[src/rtl/core/xxh_mul.sv]
module xxh_mul (
  input  logic        clk,
  input  logic        rst,
  input  logic        start,
  input  logic [63:0] a,
  input  logic [63:0] b,
  output logic        done,
  output logic [63:0] p
);

  logic [63:0] ra;
  logic [63:0] rb;
  logic [63:0] acc;
  logic [1:0]  step;
  logic        busy;
  logic [31:0] mx;
  logic [31:0] my;
  logic [63:0] prod;

  // low 64 bits of a*b: lo*lo, then the two cross terms into the upper half
  always_comb begin
    case (step)
      2'd0: begin
        mx = ra[31:0];
        my = rb[31:0];
      end
      2'd1: begin
        mx = ra[63:32];
        my = rb[31:0];
      end
      default: begin
        mx = ra[31:0];
        my = rb[63:32];
      end
    endcase
    prod = {32'd0, mx} * {32'd0, my};
  end

  always_ff @(posedge clk) begin
    if (rst) begin
      busy <= 1'b0;
      done <= 1'b0;
      step <= 2'd0;
    end else begin
      done <= 1'b0;
      if (start) begin
        busy <= 1'b1;
        step <= 2'd0;
      end else if (busy) begin
        step <= 2'(step + 2'd1);
        if (step == 2'd2) begin
          busy <= 1'b0;
          done <= 1'b1;
        end
      end
    end
  end

  always_ff @(posedge clk) begin
    if (start) begin
      ra <= a;
      rb <= b;
    end else if (busy) begin
      if (step == 2'd0) begin
        acc <= prod;
      end else begin
        acc[63:32] <= acc[63:32] + prod[31:0];
      end
    end
  end

  assign p = acc;

endmodule

[config.mk]
export PLATFORM = sky130hd
export DESIGN_NAME = xxh_mul
export DESIGN_NICKNAME = d
export VERILOG_FILES = /design/src/rtl/core/xxh_mul.sv
export SDC_FILE = /design/constraint.sdc
export NUM_CORES = 2
export LEC_CHECK = 0
export BUFFER_PORTS_ARGS = -buffer_cell sky130_fd_sc_hd__buf_2
export CAP_MARGIN = 20
export CORE_UTILIZATION = 60
export CTS_BUF_LIST = sky130_fd_sc_hd__clkbuf_8
export CTS_CLUSTER_DIAMETER = 100
export DETAILED_ROUTE_END_ITERATION = 7
export GPL_TIMING_DRIVEN = 0
export HOLD_SLACK_MARGIN = 0.1
export PLACE_DENSITY = 0.78
export SYNTH_ARGS = -nofsm -noshare
export SYNTH_HDL_FRONTEND = slang
export SYNTH_SLANG_ARGS = --single-unit
[constraint.sdc]
create_clock -name clk -period 13.1 [get_ports clk]
set_input_delay 0 -clock clk [delete_from_list [all_inputs] [get_ports clk]]
set_output_delay 0 -clock clk [all_outputs]
set_load 0.01 [all_outputs]
; ---- After elaboration in Yosys (flattened, before gate mapping)
; Cells that the tools add are included.
[classes]
n_addsub = 2
mul = 1
n_eq_ne = 2
n_mux = 7
bitwise_logic = 2
n_reduce_logical = 6
[ops]
columns = operator, count
row1 = 32-bit two-way mux, 3
row2 = 32-bit by 32-bit multiplier with 64-bit output, 1
row3 = 32-bit adder, 1
row4 = 1-bit two-way mux, 4
row5 = 2-bit OR reduction, 2
row6 = 3-bit AND reduction, 1
row7 = 3-bit OR reduction, 1
row8 = 2-bit by 1-bit adder with 2-bit output (second input constant), 1
row9 = 2-bit by 1-bit == test with 1-bit output (second input constant), 1
row10 = 2-bit == test (second input constant), 1
row11 = 2-bit zero test, 1
row12 = 1-bit inverter, 2
row13 = 2-bit AND reduction, 1
[totals]
ff_bits = 196
in_bits = 131
wordCells = 27

; ---- Depth between registers and ports, before layout
[logic_depth]
word_depth = 6
mapped_depth = 43
mapped_depth_nobuf = 38

; ---- Worst setup path after synthesis
; OpenSTA, ideal clock, no wires.
[synth_timing]
path_kind = register to register
startpoint = reg step[0]
endpoint = reg acc[63], in the netlist p[63], data pin
setup_ns = 0.257
arrival_time_ns = 9.884
required_ns = 12.843
path_slack_ns = 2.959
path_stages_with_launch = 42
synth_period_minus_slack_ns = 10.141
path_cell_list = dfxtp_1 > inv_1 > ha_1 > clkbuf_1 > nor2_1 > clkbuf_1 > buf_1 > mux2i_1 > clkbuf_1 > nor2_1 > fa_1 > fa_1 > fa_1 > inv_1 > fa_1 > inv_1 > fa_1 > inv_1 > [... 6 more ...] > ha_1 > buf_2 > nand2_1 > o21ai_0 > or2_2 > a31oi_1 > xnor2_1 > ha_1 > inv_1 > o21bai_1 > a21o_1 > a2111oi_0 > nor3_1 > a21oi_1 > o31ai_1 > a31o_2 > xnor2_1 > o2111a_1
[synth_via]
elab_chain_cells = 6
elab_cells_between_ends = 8
[synth_rtl]
columns = item, line
row1 = start: declaration, 14  ; logic [1:0] step;
row2 = start signal: assignment, 50  ; step <= 2'(step + 2'd1);
row3 = 2-bit by 1-bit == test with 1-bit output or 2-bit zero test (tied branches), 22  ; case (step)
row4 = 2-bit OR reduction (no line), n/a
row5 = 32-bit two-way mux, 22
row6 = 32-bit by 32-bit multiplier with 64-bit output (*), 36  ; prod = {32'd0, mx} * {32'd0, my};
row7 = named net prod[23], 18  ; logic [63:0] prod;
row8 = 32-bit adder (*), 67  ; acc[63:32] <= acc[63:32] + prod[31:0];
row9 = 32-bit two-way mux (*), 64  ; if (step == 2'd0) begin
row10 = end signal: assignment, 65  ; acc <= prod;
row11 = end signal: assignment, 67
row12 = end: declaration, 13  ; logic [63:0] acc;
; Mark *: on every way through the listed nets, which the timed path passes. The rest lies on a longest branch.
; A chain may end at the register's enable or synchronous reset.

; ---- Worst setup path after layout
; Same ends and word-level chain as after synthesis.

==> results.json <==
{
  "critPathMaxFanout": 10,
  "clock_sink_count": 196,
  "numPortBuffers": 195,
  "cell_area_synth_um2": 40800,
  "synth.distinct_cells": 69,
  "timing_worst_setup_path_type": "flip-flop to flip-flop",
  "reg2reg_setup_slack_ns": 0.15,
  "final.setup_skew_ns": 0.0362,
  "remaining_drc_errors": 0,
  "met3_wirelength_um": 21800,
  "total_vias_in_the_final_route": 34300,
  "synth_seq_area_share_pct": 14.3,
  "critPathArrivalTime_ns": 13.34,
  "num_io_pins": 196,
  "clk-insertion-delay-late_ns": 0.64,
  "initial_core_util_pct": 60.7,
  "die_area_um2": 69100,
  "met1_wire_length_um": 51400,
  "drt-initial-drc-count": 4031,
  "most_common_cell_after_layout_fill_and_taps_aside": "sky130_fd_sc_hd__fa_1",
  "reg2reg_depth": 40,
  "master_of_the_slowest_instance_on_the_critical_path": "sky130_fd_sc_hd__mux2i_2",
  "placed_cell_area_um2": 43200,
  "yosys_warnings": 0,
  "tritoncts": "yes",
  "cp-end-kind": "flip-flop",
  "status": "complete, no violations",
  "cts.clk_slew.worst_paths_ns": 0.14,
  "hold_startpoint": "a[2]",
  "antenna_found_initial": 9,
  "globalRouteOverflowTotal": 0,
  "commonest_cells_after_routing_fill_and_taps_aside": "sky130_fd_sc_hd__fa_1, sky130_fd_sc_hd__inv_1, sky130_fd_sc_hd__nand2_1",
  "num-nets-final": 6079,
  "finalSetupViolations": 0,
  "drive_gt1_share_pct": 7.45,
  "via_count_of_the_first_global_routing_pass": 35600,
  "worst_hold_depth": 2,
  "fin_crit_sh_pct": 98.8,
  "synth_enable_flop_cells": 192,
  "maxSlewHeadroom_pct": 10.7,
  "timing.final.crit_period_ns": 12.95,
  "critPathMaxStageDelay_ns": 0.98,
  "synth.ff_latch_count": 196,
  "maxCapViolCount": 0,
  "crit_path_start_kind": "flip-flop",
  "grt_pass1_wl_um": 225000,
  "grt_max_degree": 92,
  "flow.area_growth_from_synthesis_pct": 13.2,
  "unrepaired_setup_endpoints_after_global_routing": "false",
  "cts.root.buffer_cell": "sky130_fd_sc_hd__clkbuf_8",
  "groute.usage.overall_pct": 45.7,
  "wirelength_um": 154000,
  "gpl.final_weighted_congestion": 1.08,
  "floorplan.die.height_um": 263,
  "min_delay_worst_endpoint": "ra[2]",
  "ys.flop_type": "sky130_fd_sc_hd__edfxtp_1",
  "floorplan.rows": 95,
  "final.hold.worst_slack_ns": 0.119,
  "critical_path.reg2reg.endpoint": "p[63]",
  "firstDrtPassIters": 8,
  "fmax_ghz": 0.0772,
  "routedWlPerCell_um": 27.2,
  "final_design_area_no_fill_um2": 46200,
  "cts_inserted_buffers": 17,
  "postRouteAntennaNets": 0,
  "chipWidth_um": 263,
  "timing_max_transition_violations_final": 0,
  "reg2reg_from": "step[0]",
  "finalHoldViolCount": 0,
  "standard_cell_core_area_um2": 67300,
  "postSynthAreaPerCell_um2": 9.57,
  "syn_nets": 5592,
  "worst-slew-pin-transition_ns": 1.30,
  "min_path_type": "primary input to flip-flop",
  "ys_async_sr_fraction_pct": 0,
  "cts.path.max_buffers": 2,
  "cts_h_tree_depth": 4,
  "critical_path_required_ns": 13.49,
  "hpwlAfterDp_um": 123000,
  "route.met2.wl_um": 65800,
  "highest-signal-layer": "met5",
  "avgViaCountPerCell": 6.08,
  "synth_cells": 4266
}
==> per-layer routing <==
layer / GRT usage (%) / up-vias
li1: - / 13900
met2: 66.7 / 2636
met4: 35.1 / 4
met5: 0 / -
met3: 16.1 / 748
met1: 55.9 / 17000
==> how the worst max path moves through the flow <==
stage          startpoint    end
2_1_floorplan     step[0]  p[63]
6_report          step[0]  p[63]
3_3_place_gp      step[0]  p[63]
4_1_cts           step[0]  p[63]
3_5_place_dp      step[0]  p[63]
5_1_grt           step[0]  p[63]
==> logic make-up after synthesis <==
| group | synth area share [%] |
|---|---|
| adders and majority gates | 53.1 |
| and+or+nand+nor | 12.5 |
| xor gates and xnor gates | 1.87 |
| DFF | 14.3 |
| muxes | 3.49 |
| AOI/OAI and AO/OA | 4.88 |
| buffers and inverters | 9.80 |
==> cell usage after synthesis (all sizes together) (4+ instances only) <==
cell type / instances / area share, %
nor2: 476 / 4.4
nor4: 6 / 0.092
mux2i: 69 / 1.7
o21a: 5 / 0.092
fa: 897 / 44
o21ai: 58 / 0.71
a31oi: 18 / 0.28
edfxtp: 192 / 14
o211ai: 4 / 0.074
dfxtp: 4 / 0.20
a211oi: 12 / 0.23
xor2: 34 / 0.73
nor3: 21 / 0.26
inv: 875 / 8.0
o31ai: 9 / 0.18
or2: 6 / 0.092
nor2b: 7 / 0.11
buf: 19 / 0.19
o21bai: 15 / 0.28
mux2: 65 / 1.8
clkbuf: 170 / 1.6
and3: 12 / 0.18
nand4: 17 / 0.26
nand2b: 14 / 0.21
nand3: 25 / 0.31
a21boi: 5 / 0.092
and2: 9 / 0.14
xnor2: 53 / 1.1
a21o: 47 / 0.86
ha: 298 / 9.1
a21oi: 106 / 1.3
nand2: 670 / 6.2
or3: 6 / 0.092
==> sequential cells by signal (all words and copies together), names as in the netlist <==
| register | count |
|---|---|
| ra | 64 |
| p | 64 |
| busy | 1 |
| rb | 64 |
| step | 2 |
| done | 1 |
==> critical path, delay by kind of cell, from the launching register on <==
kind / cells / cell delay, ns
AND/OR/NAND/NOR: 5 / 1.17
AO/OA/AOI/OAI: 9 / 1.94
XOR/XNOR: 2 / 0.73
buffers and inverters: 12 / 2.57
adder cells (fa/ha/maj): 11 / 4.88
flip-flops: 1 / 0.40
multiplexers: 1 / 0.98
==> per-stage QoR <==
step,cells,utilization (%),setup WS (ns),setup TNS (ns)
final,5647,68.7,0.153,0
after CTS,5632,68.5,0.134,0
after global routing,5643,68.7,0.0432,0
after detailed placement,5358,64.2,-0.121,-0.121
after floorplan,4266,-,2.96,0
after global placement,5334,63.7,-0.758,-2.13
==> area by class of cell <==
cell class	instances	area, µm²
Inverter	875	3280
Multi-Input combinational cell	3006	31000
Tap cell	873	1090
Sequential cell	196	5850
Antenna cell	8	20.0
Fill cell	5222	21100
Buffer	189	734
Timing Repair Buffer	468	3800
Clock buffer	17	234
Clock inverter	15	210
==> timing repair <==
| item | CTS | global route |
|---|---|---|
| resized for setup | 1 | 12 |
| setup buffers | 0 | 0 |
| hold buffers | 242 | 2 |
| endpoints found under the hold margin | 173 | 2 |
| endpoints found under the setup margin | 1 | 4 |
Power is left out: the tool's default activity adds up to more than one toggle a clock period on the data nets, which glitch-free logic cannot reach.
